===== src/hw/rtl/assert_macros.svh =====
// Assertion macros shared by the RTL that checks its own behavior.
`ifndef ASSERT_MACROS_SVH
`define ASSERT_MACROS_SVH
`ifndef SYNTHESIS
// Same-cycle implication, disabled during reset.
`define ASSERT_IMPLIES(label, clk, rst_n, ante, cons) \
  label: assert property (@(posedge clk) disable iff (!rst_n) (ante) |-> (cons)) \
    else $error("assertion failed: same-cycle implication");
// Next-cycle implication, disabled during reset.
`define ASSERT_NEXT(label, clk, rst_n, ante, cons) \
  label: assert property (@(posedge clk) disable iff (!rst_n) (ante) |=> (cons)) \
    else $error("assertion failed: next-cycle implication");
`else
`define ASSERT_IMPLIES(label, clk, rst_n, ante, cons)
`define ASSERT_NEXT(label, clk, rst_n, ante, cons)
`endif
`endif


===== src/hw/rtl/fftm_pkg.sv =====
// Package with the types, codes and twiddle table of the multidimensional FFT unit.
`timescale 1ns / 1ps
package fftm_pkg;

  localparam int MAX_LOG_POINTS = 10;
  localparam int MAX_DIMS       = 3;
  localparam int STORE_DEPTH    = 1 << MAX_LOG_POINTS;
  localparam int ROM_DEPTH      = 256;
  localparam logic [63:0] TWO_PI_Q30 = 64'd6746518852;

  typedef logic [MAX_LOG_POINTS-1:0] addr_t;

  // Operation codes of an input word.
  typedef enum logic [1:0] {
    OP_LOAD      = 2'd0,
    OP_TRANSFORM = 2'd1,
    OP_READ      = 2'd2
  } op_t;

  // Configuration register indexes.
  typedef enum logic [2:0] {
    CFG_DIM_COUNT    = 3'd0,
    CFG_LOG_OUTER    = 3'd1,
    CFG_LOG_MIDDLE   = 3'd2,
    CFG_LOG_INNER    = 3'd3,
    CFG_DIRECTION    = 3'd4
  } cfg_index_t;

  // Source of the word written into the store.
  typedef enum logic [2:0] {
    WR_SAMPLE,
    WR_READ,
    WR_HELD,
    WR_DIFF,
    WR_SUM
  } wr_sel_t;

  // Butterfly arithmetic steps.
  typedef enum logic [1:0] {
    MUL_NONE,
    MUL_FIRST,
    MUL_SECOND,
    MUL_ROUND
  } mul_step_t;

  // Controller states.
  typedef enum logic [4:0] {
    ST_IDLE,
    ST_READ,
    ST_DIM,
    ST_REV_SCAN,
    ST_SW_RA,
    ST_SW_RC,
    ST_SW_WA,
    ST_SW_WC,
    ST_REV_STEP,
    ST_BF_SCAN,
    ST_BF_RA,
    ST_BF_RB,
    ST_BF_M1,
    ST_BF_M2,
    ST_BF_M3,
    ST_BF_W2,
    ST_BF_W1,
    ST_BF_STEP,
    ST_DONE
  } state_t;

  typedef struct packed {
    addr_t     rd_addr;
    logic      wr_en;
    addr_t     wr_addr;
    wr_sel_t   wr_sel;
    logic      cap_b;
    logic      tw_load;
    addr_t     tw_phase;
    logic      dir;
    mul_step_t mul;
    logic      out_load;
    logic      out_mem;
    logic      out_status;
  } dp_cmd_t;

  typedef struct packed {
    logic out_full;
    logic out_ready;
  } dp_sts_t;

  // Q30 value to a Q15 magnitude with saturation.
  function automatic logic [14:0] q30_to_q15(longint v);
    longint t;
    t = v;
    if (t < 0) t = 0;
    if (t > (longint'(1) <<< 30)) t = longint'(1) <<< 30;
    t = (t + 16384) >>> 15;
    if (t > 32767) t = 32767;
    return 15'(t);
  endfunction

  // Cos and sin of the quarter-turn angle with table index qi, by a Taylor series.
  function automatic logic [29:0] trig_entry(int qi);
    logic [63:0] x, x2, ts, tc;
    longint ss, cs;
    x  = ((64'(qi) << 6) * TWO_PI_Q30) >> 16;
    x2 = (x * x) >> 30;
    ts = x;
    tc = 64'd1 << 30;
    ss = longint'(x);
    cs = longint'(1) <<< 30;
    ts = ((ts * x2) >> 30) / 64'd6;   tc = ((tc * x2) >> 30) / 64'd2;
    ss = ss - longint'(ts);           cs = cs - longint'(tc);
    ts = ((ts * x2) >> 30) / 64'd20;  tc = ((tc * x2) >> 30) / 64'd12;
    ss = ss + longint'(ts);           cs = cs + longint'(tc);
    ts = ((ts * x2) >> 30) / 64'd42;  tc = ((tc * x2) >> 30) / 64'd30;
    ss = ss - longint'(ts);           cs = cs - longint'(tc);
    ts = ((ts * x2) >> 30) / 64'd72;  tc = ((tc * x2) >> 30) / 64'd56;
    ss = ss + longint'(ts);           cs = cs + longint'(tc);
    ts = ((ts * x2) >> 30) / 64'd110; tc = ((tc * x2) >> 30) / 64'd90;
    ss = ss - longint'(ts);           cs = cs - longint'(tc);
    ts = ((ts * x2) >> 30) / 64'd156; tc = ((tc * x2) >> 30) / 64'd132;
    ss = ss + longint'(ts);           cs = cs + longint'(tc);
    ts = ((ts * x2) >> 30) / 64'd210; tc = ((tc * x2) >> 30) / 64'd182;
    ss = ss - longint'(ts);           cs = cs - longint'(tc);
    return {q30_to_q15(cs), q30_to_q15(ss)};
  endfunction

  typedef logic [29:0] trig_rom_t [ROM_DEPTH];

  function automatic trig_rom_t build_trig_rom();
    trig_rom_t rom;
    for (int i = 0; i < ROM_DEPTH; i++) begin
      rom[i] = trig_entry(i);
    end
    return rom;
  endfunction

  // Quarter-wave table: cos in the upper 15 bits, sin in the lower 15 bits.
  localparam trig_rom_t TRIG_ROM = build_trig_rom();

endpackage


===== src/hw/rtl/fftm_in_if.sv =====
// Input channel: operation words with valid and ready.
`timescale 1ns / 1ps
interface fftm_in_if;
  logic               valid;
  logic               ready;
  logic [1:0]         operation;
  logic [9:0]         element_index;
  logic signed [15:0] sample_real;
  logic signed [15:0] sample_imag;

  modport source (output valid, operation, element_index, sample_real, sample_imag,
                  input ready);
  modport sink   (input valid, operation, element_index, sample_real, sample_imag,
                  output ready);
endinterface


===== src/hw/rtl/fftm_cfg_if.sv =====
// Configuration write channel: register index and data with valid and ready.
`timescale 1ns / 1ps
interface fftm_cfg_if;
  logic       valid;
  logic       ready;
  logic [2:0] index;
  logic [3:0] data;

  modport source (output valid, index, data, input ready);
  modport sink   (input valid, index, data, output ready);
endinterface


===== src/hw/rtl/fftm_ctrl.sv =====
// Controller: configuration registers and the sequencer for load, read and transform.
`timescale 1ns / 1ps
module fftm_ctrl (
  input  logic              clk,
  input  logic              rst_n,
  fftm_in_if.sink           in_bus,
  fftm_cfg_if.sink          cfg_bus,
  input  fftm_pkg::dp_sts_t sts,
  output fftm_pkg::dp_cmd_t cmd
);
  import fftm_pkg::*;

  state_t     state_r, state_nxt;
  logic [1:0] di_r, di_nxt;
  logic [3:0] pre_r, pre_nxt;
  logic [3:0] lg_r, lg_nxt;
  addr_t      cnt_r, cnt_nxt;

  logic [1:0] dim_count_r;
  logic [3:0] log_outer_r, log_middle_r, log_inner_r;
  logic       dir_r;

  logic [1:0] dims;
  logic [5:0] total;
  logic       err;
  logic [3:0] s_cur;
  addr_t      last;
  addr_t      nmask, j_field, j_rev_full, j_rev, c_addr;
  logic       swap_need;
  logic [3:0] bitpos;
  addr_t      hbit, k2_addr, hmask, m_val, phase;
  logic       upper_half;
  logic       in_ready;

  // Configuration registers; writes must arrive only while idle: the user is bound, the block does not enforce it.
  assign cfg_bus.ready = 1'b1;
  always_ff @(posedge clk) begin
    if (!rst_n) begin
      dim_count_r  <= 2'd2;
      log_outer_r  <= 4'd5;
      log_middle_r <= 4'd5;
      log_inner_r  <= 4'd0;
      dir_r        <= 1'b0;
    end else if (cfg_bus.valid) begin
      case (cfg_bus.index)
        CFG_DIM_COUNT:  dim_count_r  <= cfg_bus.data[1:0];
        CFG_LOG_OUTER:  log_outer_r  <= cfg_bus.data;
        CFG_LOG_MIDDLE: log_middle_r <= cfg_bus.data;
        CFG_LOG_INNER:  log_inner_r  <= cfg_bus.data;
        CFG_DIRECTION:  dir_r        <= cfg_bus.data[0];
        default: begin
        end
      endcase
    end
  end

  // Size check and per-dimension address fields.
  always_comb begin
    dims  = (dim_count_r > 2'(MAX_DIMS)) ? 2'(MAX_DIMS) : dim_count_r;
    total = ((dims > 2'd0) ? 6'(log_outer_r) : 6'd0)
          + ((dims > 2'd1) ? 6'(log_middle_r) : 6'd0)
          + ((dims > 2'd2) ? 6'(log_inner_r) : 6'd0);
    err   = total > 6'(MAX_LOG_POINTS);
    case (di_r)
      2'd0:    s_cur = log_outer_r;
      2'd1:    s_cur = log_middle_r;
      2'd2:    s_cur = log_inner_r;
      default: s_cur = 4'd0;
    endcase
    last    = addr_t'((11'd1 << total) - 11'd1);
    nmask   = addr_t'((11'd1 << s_cur) - 11'd1);
    j_field = addr_t'(cnt_r >> pre_r) & nmask;
    for (int b = 0; b < MAX_LOG_POINTS; b++) begin
      j_rev_full[b] = j_field[MAX_LOG_POINTS-1-b];
    end
    j_rev     = j_rev_full >> (4'(MAX_LOG_POINTS) - s_cur);
    c_addr    = (cnt_r & ~(nmask << pre_r)) | addr_t'(j_rev << pre_r);
    swap_need = j_field < j_rev;
    // Butterfly partner and twiddle phase for the current stage.
    bitpos     = pre_r + lg_r - 4'd1;
    hbit       = addr_t'(1) << bitpos;
    k2_addr    = cnt_r | hbit;
    upper_half = |(cnt_r & hbit);
    hmask      = addr_t'((11'd1 << (lg_r - 4'd1)) - 11'd1);
    m_val      = j_field & hmask;
    phase      = addr_t'(m_val << (4'(MAX_LOG_POINTS) - lg_r));
  end

  // State and loop registers.
  always_ff @(posedge clk) begin
    if (!rst_n) begin
      state_r <= ST_IDLE;
      di_r    <= 2'd0;
      pre_r   <= 4'd0;
      lg_r    <= 4'd0;
      cnt_r   <= '0;
    end else begin
      state_r <= state_nxt;
      di_r    <= di_nxt;
      pre_r   <= pre_nxt;
      lg_r    <= lg_nxt;
      cnt_r   <= cnt_nxt;
    end
  end

  // Next state and datapath commands.
  always_comb begin
    state_nxt      = state_r;
    di_nxt         = di_r;
    pre_nxt        = pre_r;
    lg_nxt         = lg_r;
    cnt_nxt        = cnt_r;
    in_ready       = 1'b0;
    cmd            = '0;
    cmd.dir        = dir_r;
    cmd.tw_phase   = phase;
    cmd.out_status = err;
    case (state_r)
      ST_IDLE: begin
        in_ready    = !sts.out_full || sts.out_ready;
        cmd.rd_addr = in_bus.element_index;
        if (in_bus.valid && in_ready) begin
          case (in_bus.operation)
            OP_LOAD: begin
              cmd.wr_en    = 1'b1;
              cmd.wr_addr  = in_bus.element_index;
              cmd.wr_sel   = WR_SAMPLE;
              cmd.out_load = 1'b1;
            end
            OP_READ: begin
              state_nxt = ST_READ;
            end
            OP_TRANSFORM: begin
              if (err || dims == 2'd0) begin
                cmd.out_load = 1'b1;
              end else begin
                di_nxt    = dims - 2'd1;
                pre_nxt   = 4'd0;
                state_nxt = ST_DIM;
              end
            end
            default: begin
              cmd.out_load = 1'b1;
            end
          endcase
        end
      end
      ST_READ: begin
        cmd.out_load = 1'b1;
        cmd.out_mem  = 1'b1;
        state_nxt    = ST_IDLE;
      end
      ST_DIM: begin
        cnt_nxt = '0;
        if (s_cur == 4'd0) begin
          if (di_r == 2'd0) begin
            state_nxt = ST_DONE;
          end else begin
            di_nxt    = di_r - 2'd1;
            state_nxt = ST_DIM;
          end
        end else begin
          state_nxt = ST_REV_SCAN;
        end
      end
      // Bit-reversal reordering: one swap per index pair.
      ST_REV_SCAN: begin
        state_nxt = swap_need ? ST_SW_RA : ST_REV_STEP;
      end
      ST_SW_RA: begin
        cmd.rd_addr = cnt_r;
        state_nxt   = ST_SW_RC;
      end
      ST_SW_RC: begin
        cmd.rd_addr = c_addr;
        cmd.cap_b   = 1'b1;
        state_nxt   = ST_SW_WA;
      end
      ST_SW_WA: begin
        cmd.wr_en   = 1'b1;
        cmd.wr_addr = cnt_r;
        cmd.wr_sel  = WR_READ;
        state_nxt   = ST_SW_WC;
      end
      ST_SW_WC: begin
        cmd.wr_en   = 1'b1;
        cmd.wr_addr = c_addr;
        cmd.wr_sel  = WR_HELD;
        state_nxt   = ST_REV_STEP;
      end
      ST_REV_STEP: begin
        if (cnt_r == last) begin
          cnt_nxt   = '0;
          lg_nxt    = 4'd1;
          state_nxt = ST_BF_SCAN;
        end else begin
          cnt_nxt   = cnt_r + addr_t'(1);
          state_nxt = ST_REV_SCAN;
        end
      end
      // Butterflies: the lower index of each pair leads.
      ST_BF_SCAN: begin
        state_nxt = upper_half ? ST_BF_STEP : ST_BF_RA;
      end
      ST_BF_RA: begin
        cmd.rd_addr = k2_addr;
        cmd.tw_load = 1'b1;
        state_nxt   = ST_BF_RB;
      end
      ST_BF_RB: begin
        cmd.rd_addr = cnt_r;
        cmd.cap_b   = 1'b1;
        state_nxt   = ST_BF_M1;
      end
      ST_BF_M1: begin
        cmd.mul   = MUL_FIRST;
        state_nxt = ST_BF_M2;
      end
      ST_BF_M2: begin
        cmd.mul   = MUL_SECOND;
        state_nxt = ST_BF_M3;
      end
      ST_BF_M3: begin
        cmd.mul   = MUL_ROUND;
        state_nxt = ST_BF_W2;
      end
      ST_BF_W2: begin
        cmd.wr_en   = 1'b1;
        cmd.wr_addr = k2_addr;
        cmd.wr_sel  = WR_DIFF;
        state_nxt   = ST_BF_W1;
      end
      ST_BF_W1: begin
        cmd.wr_en   = 1'b1;
        cmd.wr_addr = cnt_r;
        cmd.wr_sel  = WR_SUM;
        state_nxt   = ST_BF_STEP;
      end
      ST_BF_STEP: begin
        if (cnt_r == last) begin
          cnt_nxt = '0;
          if (lg_r == s_cur) begin
            pre_nxt = pre_r + s_cur;
            if (di_r == 2'd0) begin
              state_nxt = ST_DONE;
            end else begin
              di_nxt    = di_r - 2'd1;
              state_nxt = ST_DIM;
            end
          end else begin
            lg_nxt    = lg_r + 4'd1;
            state_nxt = ST_BF_SCAN;
          end
        end else begin
          cnt_nxt   = cnt_r + addr_t'(1);
          state_nxt = ST_BF_SCAN;
        end
      end
      ST_DONE: begin
        cmd.out_load = 1'b1;
        state_nxt    = ST_IDLE;
      end
      default: begin
        state_nxt = ST_IDLE;
      end
    endcase
  end

  assign in_bus.ready = in_ready;
endmodule

===== src/flat_wrapper.sv =====
// flat-port wrapper written by rule: the top's interface ports become plain ports
module fftm_ctrl_flat import fftm_pkg::*;
  (clk, rst_n, sts, cmd, in_bus_valid, in_bus_operation, in_bus_element_index, in_bus_sample_real, in_bus_sample_imag, in_bus_ready, cfg_bus_valid, cfg_bus_index, cfg_bus_data, cfg_bus_ready);
  fftm_in_if in_bus_i ();
  fftm_cfg_if cfg_bus_i ();
  input  logic clk;
  input  logic rst_n;
  input  fftm_pkg::dp_sts_t sts;
  output fftm_pkg::dp_cmd_t cmd;
  input wire logic [$bits(in_bus_i.valid)-1:0] in_bus_valid;
  input wire logic [$bits(in_bus_i.operation)-1:0] in_bus_operation;
  input wire logic [$bits(in_bus_i.element_index)-1:0] in_bus_element_index;
  input wire logic [$bits(in_bus_i.sample_real)-1:0] in_bus_sample_real;
  input wire logic [$bits(in_bus_i.sample_imag)-1:0] in_bus_sample_imag;
  output wire logic [$bits(in_bus_i.ready)-1:0] in_bus_ready;
  input wire logic [$bits(cfg_bus_i.valid)-1:0] cfg_bus_valid;
  input wire logic [$bits(cfg_bus_i.index)-1:0] cfg_bus_index;
  input wire logic [$bits(cfg_bus_i.data)-1:0] cfg_bus_data;
  output wire logic [$bits(cfg_bus_i.ready)-1:0] cfg_bus_ready;
  assign in_bus_i.valid = in_bus_valid;
  assign in_bus_i.operation = in_bus_operation;
  assign in_bus_i.element_index = in_bus_element_index;
  assign in_bus_i.sample_real = in_bus_sample_real;
  assign in_bus_i.sample_imag = in_bus_sample_imag;
  assign in_bus_ready = in_bus_i.ready;
  assign cfg_bus_i.valid = cfg_bus_valid;
  assign cfg_bus_i.index = cfg_bus_index;
  assign cfg_bus_i.data = cfg_bus_data;
  assign cfg_bus_ready = cfg_bus_i.ready;
  fftm_ctrl u_core (.clk(clk), .rst_n(rst_n), .in_bus(in_bus_i), .cfg_bus(cfg_bus_i), .sts(sts), .cmd(cmd));
endmodule

===== config.mk =====
export PLATFORM = sky130hd
export DESIGN_NAME = fftm_ctrl_flat
export DESIGN_NICKNAME = d
export VERILOG_FILES = /design/src/hw/rtl/assert_macros.svh /design/src/hw/rtl/fftm_pkg.sv /design/src/hw/rtl/fftm_in_if.sv /design/src/hw/rtl/fftm_cfg_if.sv /design/src/hw/rtl/fftm_ctrl.sv /design/src/flat_wrapper.sv
export SDC_FILE = /design/constraint.sdc
export NUM_CORES = 1
export LEC_CHECK = 0
export ABC_CLOCK_PERIOD_IN_PS = 14600
export BUFFER_PORTS_ARGS = -buffer_cell sky130_fd_sc_hd__buf_4
export CELL_PAD_IN_SITES_DETAIL_PLACEMENT = 1
export CELL_PAD_IN_SITES_GLOBAL_PLACEMENT = 1
export CORE_ASPECT_RATIO = 1.4
export CORE_UTILIZATION = 30
export CTS_CLUSTER_SIZE = 14
export DETAILED_ROUTE_END_ITERATION = 8
export GPL_ROUTABILITY_DRIVEN = 0
export PLACE_DENSITY = 0.67
export RECOVER_POWER = 100
export SYNTH_ARGS = -nofsm -noshare
export SYNTH_HDL_FRONTEND = slang
export SYNTH_SLANG_ARGS = --single-unit

===== constraint.sdc =====
create_clock -name clk -period 14.6 [get_ports clk]
set_input_delay 2.92 -clock clk [delete_from_list [all_inputs] [get_ports clk]]
set_output_delay 2.92 -clock clk [all_outputs]
set_load 0.01 [all_outputs]

# [Word-level counts from Yosys, hierarchy flattened]
# Index checks and enable logic that the tools add are counted.
[word_totals] word_cells=162 in_bits=57 reg_bits=40 out_inout_bits=44
[op_classes] n_lt_le_gt_ge=6 n_eq_ne=38 n_shift=9 reduce_logical=28 add_sub_neg=15 n_mux=49 bitwise_logic=7
[ops] cell="$pmux 5 s17" n=1
[ops] cell="$pmux 14 s5" n=1
[ops] cell="$mux 4" n=13
[ops] cell="$and 10x10->10" n=4
[ops] cell="$eq 5x4->1 const B" n=8
[ops] cell="$pmux 10 s4" n=1
[ops] cell="$mux 5" n=7
[ops] cell="$shl 1x4->10 const A" n=3
[ops] cell="$shl 10x4->10" n=3
[ops] cell="$sub 10x1->10 const B" n=3
[ops] cell="$mux 14" n=2
[ops] cell="$eq 5x3->1 const B" n=4
[ops] cell="$or 10x10->10" n=2
[ops] cell="$pmux 10 s2" n=1
[ops] cell="$shr 10x4->10" n=2
[ops] cell="$mux 2" n=8
[ops] cell="$pmux 4 s2" n=2
[ops] cell="$eq 5x5->1 const B" n=3
[ops] cell="$add 6x6->6" n=2
[ops] cell="$pmux 2 s3" n=2
[ops] cell="$pmux 4 s3" n=1
[ops] cell="$add 10x1->10 const B" n=1
[ops] cell="$eq 10x10->1" n=1
[ops] cell="$eq 5x2->1 const B" n=2
[ops] cell="41 further kinds" n=75

# [Longest topological paths before layout]
[depth] ltp_word=12 ltp_mapped=27

# [Worst setup path before layout]
# No wires, ideal clock.
[synth_timing] path_type="reg2out" startpoint="register u_core.di_r[0]" endpoint="output cmd[30] (netlist name)" stages_incl_launch_ff=25 setup_slack_ns=6.357 arrival_time_ns=5.323 n_path_buf=5 cell_sequence="dfxtp_1 > inv_1 > ha_1 > a222oi_1 > nor2_1 > inv_1 > clkbuf_1 > ha_1 > clkbuf_1 > nor2b_1 > buf_2 > inv_1 > ha_1 > clkbuf_1 > nand2b_1 > o2111ai_1 > o32ai_4 > o211ai_1 > a2111oi_4 > a21oi_1 > nor2b_1 > buf_4 > o22ai_1 > or4_1 > a221o_1"
[synth_rtl] item="start: declaration" line_no="fftm_ctrl.sv:14" text="logic [1:0] di_r, di_nxt;"
[synth_rtl] item="start signal: assignment" line_no="fftm_ctrl.sv:99" text="di_r <= di_nxt;"
[synth_rtl] item="end: declaration" line_no="flat_wrapper.sv:9" text="output fftm_pkg::dp_cmd_t cmd;"

==> impl_results.md <==
* Post-CTS Setup Bufs at 0
* # port buffers at 67
* Peak Freq at 0.08589 GHz
* GRT Util Overall at 0.2208
* R2r endpoint: u_core.state_r[2]$_SDFFE_PN0P_
* Complex-gate fraction of the synthesized area at 0.3072
* FF-to-FF Start: u_core.di_r[0]$_SDFFE_PN0P_
* Drt pass-1 iters at 6
* Grt ovf at 0
* Max stage delay on crit path at roughly 1 ns
* # hold bufs at CTS at 0
* Clock Latency Late Sink at around 0.28 ns
* Worst-path clk slew at roughly 0.060 ns
* Worst R2R Path Depth at 21
* Most frequent cells in the layout: nor2_1, nand2_1, a21oi_1
* Via density at roughly 6
* Sequential share of the synthesized area at 0.1086
* Xor and xnor area share after synthesis at 0.03783
* CP startpoint: u_core.di_r[0]$_SDFFE_PN0P_
* Worst path required time at between 10 and 15 ns
* Critical Path Slowest Stage Cell: o32ai_1
* Unique cell type count in the Yosys netlist at 100
* Sum Neg Setup Slack at 0 ns
* Initial antenna violation count at 0
* DIE AREA at approximately 25,000 sq um
* Antenna Cells at 0
* Syn avg cell area at 7.072 sq um
* Met3 routed wirelength at 1.085 mm
* Max Cap Viol at 0
* Adder-Cell Fraction of Synth Area at 0.08855
* Setup violations, final at 0
* Met2 WL post-DR at ~14 mm
* Setup crit start kind: flop
* FP Rows at 67
* Post-DR wirelength/cell at roughly 20 um
* Setup crit end kind: output port
* CTS Buf Count at 5
* Worst Setup Path Type: reg2out
* Horiz. Die Dim at ~130 um
* Post-synth EDFFs at 0
* H-tree Lvls at 2
* Hold Fails Final Rpt at 0
* First-pass GRT wire length at roughly 45 mm
* Pleak at between 2 and 3 nW
* Clk root buf: clkbuf_16
* Die H at 187.5 um
* Ys async rst share at 0
* Period Utilization, post-route at 0.7975
* Tmin final at between 10 and 15 ns
* Final nets at around 1,200
* # DRC at 0
* Filler instances at 3,046
* Levels on crit path at 21
* Highest metal used: met4
* Core ar. at ~24,000 sq um
* Synth Instances at between 1,000 and 1,500
* Slew @ Worst Pin at approximately 1.2 ns
* Post-DP HPWL at ~22 mm
* Peak supply drop at roughly 50 uV
* Post-synthesis cell area at approximately 7400 sq um
* Slew Viols, Final at 0
* WL met1 at roughly 12 mm
* Finished Layout Cells at roughly 1,400
* Area added between synthesis and finish at 7.769%
* Vias in the first global route at between 8,000 and 9,000
* Dominant synthesized flop cell: dfxtp_1
* CTS tree: yes
* Mux share of post-synthesis cell area at 0.08516
* Slew Limit Headroom at 0.1642
* Critical Path AT at slightly below 9 ns
* CP bufs+invs at 5
* Status: completed
* Pwr dens at 47.62 nW/um^2
* Placed Instances at around 1,300
* RSZ-0062 raised after global routing: false
* Hold Path Class: reg2reg
* WL final at ~28 mm
* Share of cells above drive strength 1 at 0.09082
* Vias at approximately 8,000
* Post-synthesis net count at approximately 1,100
* Post-route ant nets at 0
* CTS sink cnt at 40
* Critical Path, Cell by Cell: inv_1 -> ha_1 -> a222oi_1 -> nor2_1 -> clkbuf_1 -> inv_1 -> ha_1 -> nor2b_1 -> inv_1 -> ha_1 -> nand4b_1 -> o2111ai_1 -> o32ai_1 -> o211ai_1 -> a2111oi_0 -> a21oi_1 -> nor2b_1 -> o22ai_1 -> or4_1 -> a221o_1 -> clkbuf_1
* End point of the critical path: cmd[30]
* Commonest non-fill, non-tap cell in the layout: nor2_1
* R2r setup slk at 5.99 ns
* Boundary Pins at ~100
* Starting density of the core at 0.3066
* Synth warn at 0
* Yosys reg bits at 40
* Synth Area in Simple Gates at 0.2994
* CP delay by family, top: compound AO/OA/AOI/OAI gates
* Clock Skew at 0.002735 ns
* DRT iter0 DRCs at about 490
* CP Max Fanout at 16
* Cells resized by post-CTS repair at 0
* Clock Path Buffers at 2
* Combinational family with the most area after synthesis: compound AO/OA/AOI/OAI gates
* Largest net degree at the start of global routing at 44
[registers in the layout, summed over array words and instances, names as in the netlist]
register             flops
u_core.cnt_r            10
u_core.di_r              2
u_core.dim_count_r       2
u_core.dir_r             1
u_core.lg_r              4
u_core.log_inner_r       4
u_core.log_middle_r      4
u_core.log_outer_r       4
u_core.pre_r             4
u_core.state_r           5
[power breakdown]
part           switching (mW)  leakage [nW]  internal (mW)
Sequential            0.00426         0.323          0.111
Clock                  0.0419        0.0712         0.0682
Combinational          0.0955          2.52         0.0576
[worst min-delay path by stage]
stage,startpoint,endpoint,slack [ns],cells after the start
detailed placement,u_core.log_outer_r[0]$_SDFFE_PN1P_,u_core.log_outer_r[0]$_SDFFE_PN1P_,0.50,2
floorplan,u_core.log_middle_r[0]$_SDFFE_PN1P_,u_core.log_middle_r[0]$_SDFFE_PN1P_,0.46,2
global placement,u_core.log_outer_r[0]$_SDFFE_PN1P_,u_core.log_outer_r[0]$_SDFFE_PN1P_,0.48,2
finish,u_core.dir_r$_SDFFE_PN0P_,u_core.dir_r$_SDFFE_PN0P_,0.54,2
global route,u_core.log_outer_r[0]$_SDFFE_PN1P_,u_core.log_outer_r[0]$_SDFFE_PN1P_,0.58,2
CTS,u_core.log_outer_r[0]$_SDFFE_PN1P_,u_core.log_outer_r[0]$_SDFFE_PN1P_,0.54,2
[layer usage]
metal | track usage | up-vias
met2 | 0.3958 | 214
li1 | - | 3878
met3 | 0.02785 | 77
met5 | 0 | -
met4 | 0.1007 | 0
met1 | 0.2580 | 3970
[metrics by stage]
| step | setup WS (ns) | cell area [sq um] | power, mW | util | hold slack [ns] |
|---|---|---|---|---|---|
| after global placement | 4.381 | 7996 | 0.2723 | 0.3324 | 0.4786 |
| after floorplan | 6.357 | 7376 | 0.2240 | - | 0.4564 |
| final | 2.957 | 7949 | 0.3785 | 0.3304 | 0.5391 |
| after CTS | 4.031 | 8143 | 0.3856 | 0.3384 | 0.5400 |
| after global routing | 2.337 | 7949 | 0.4005 | 0.3304 | 0.5781 |
| after detailed placement | 4.376 | 7996 | 0.2745 | 0.3324 | 0.5005 |
[cells in the mapped netlist (10+ instances only)]
cell,count,area (sq um)
nor2_1,93,349.1
mux2_2,10,112.6
o211ai_1,12,90.09
o21ai_0,47,235.2
o22ai_1,16,100.1
a31oi_1,18,112.6
and3_1,13,81.33
a21oi_1,72,360.4
a221o_1,11,110.1
xor2_1,12,105.1
nand2_1,88,330.3
ha_1,41,513.0
xnor2_1,18,157.7
a21o_1,14,105.1
nand3_1,34,170.2
clkbuf_1,62,232.7
mux2i_1,38,380.4
inv_1,43,161.4
nor3_1,39,195.2
nand2b_1,26,162.7
nor4_1,10,62.56
nand4_1,10,62.56
o221ai_1,11,96.34
nor2b_1,37,231.5
and2_1,15,93.84
dfxtp_1,40,800.8
[tightest hold or removal path, delay by kind of cell, from the launching register on]
family / cells / cell delay, ns
AND/OR/NAND/NOR: 1 / 0.05
flip-flops: 1 / 0.32
multiplexers: 1 / 0.12
[area by class of cell]
type | instances | area, sq um | area share
multi-input cells | 871 | 5991 | 0.7537
repair buffers | 78 | 439.2 | 0.05525
flip-flops and latches | 40 | 800.8 | 0.1007
clock buffers | 8 | 146.4 | 0.01842
inverters | 49 | 183.9 | 0.02314
well taps | 310 | 387.9 | 0.04880
[cell families (layout without fill, tap and decap cells)]
family / Yosys count / in the layout
AND/OR/NAND/NOR: 422 / 422
AO/OA/AOI/OAI: 315 / 315
buffers and inverters: 132 / 135
multiplexers: 54 / 54
adder cells (fa/ha/maj): 48 / 48
flip-flops: 40 / 40
XOR/XNOR: 31 / 31
other: 1 / 1
Note: power is estimated with default switching activity, not from simulation.
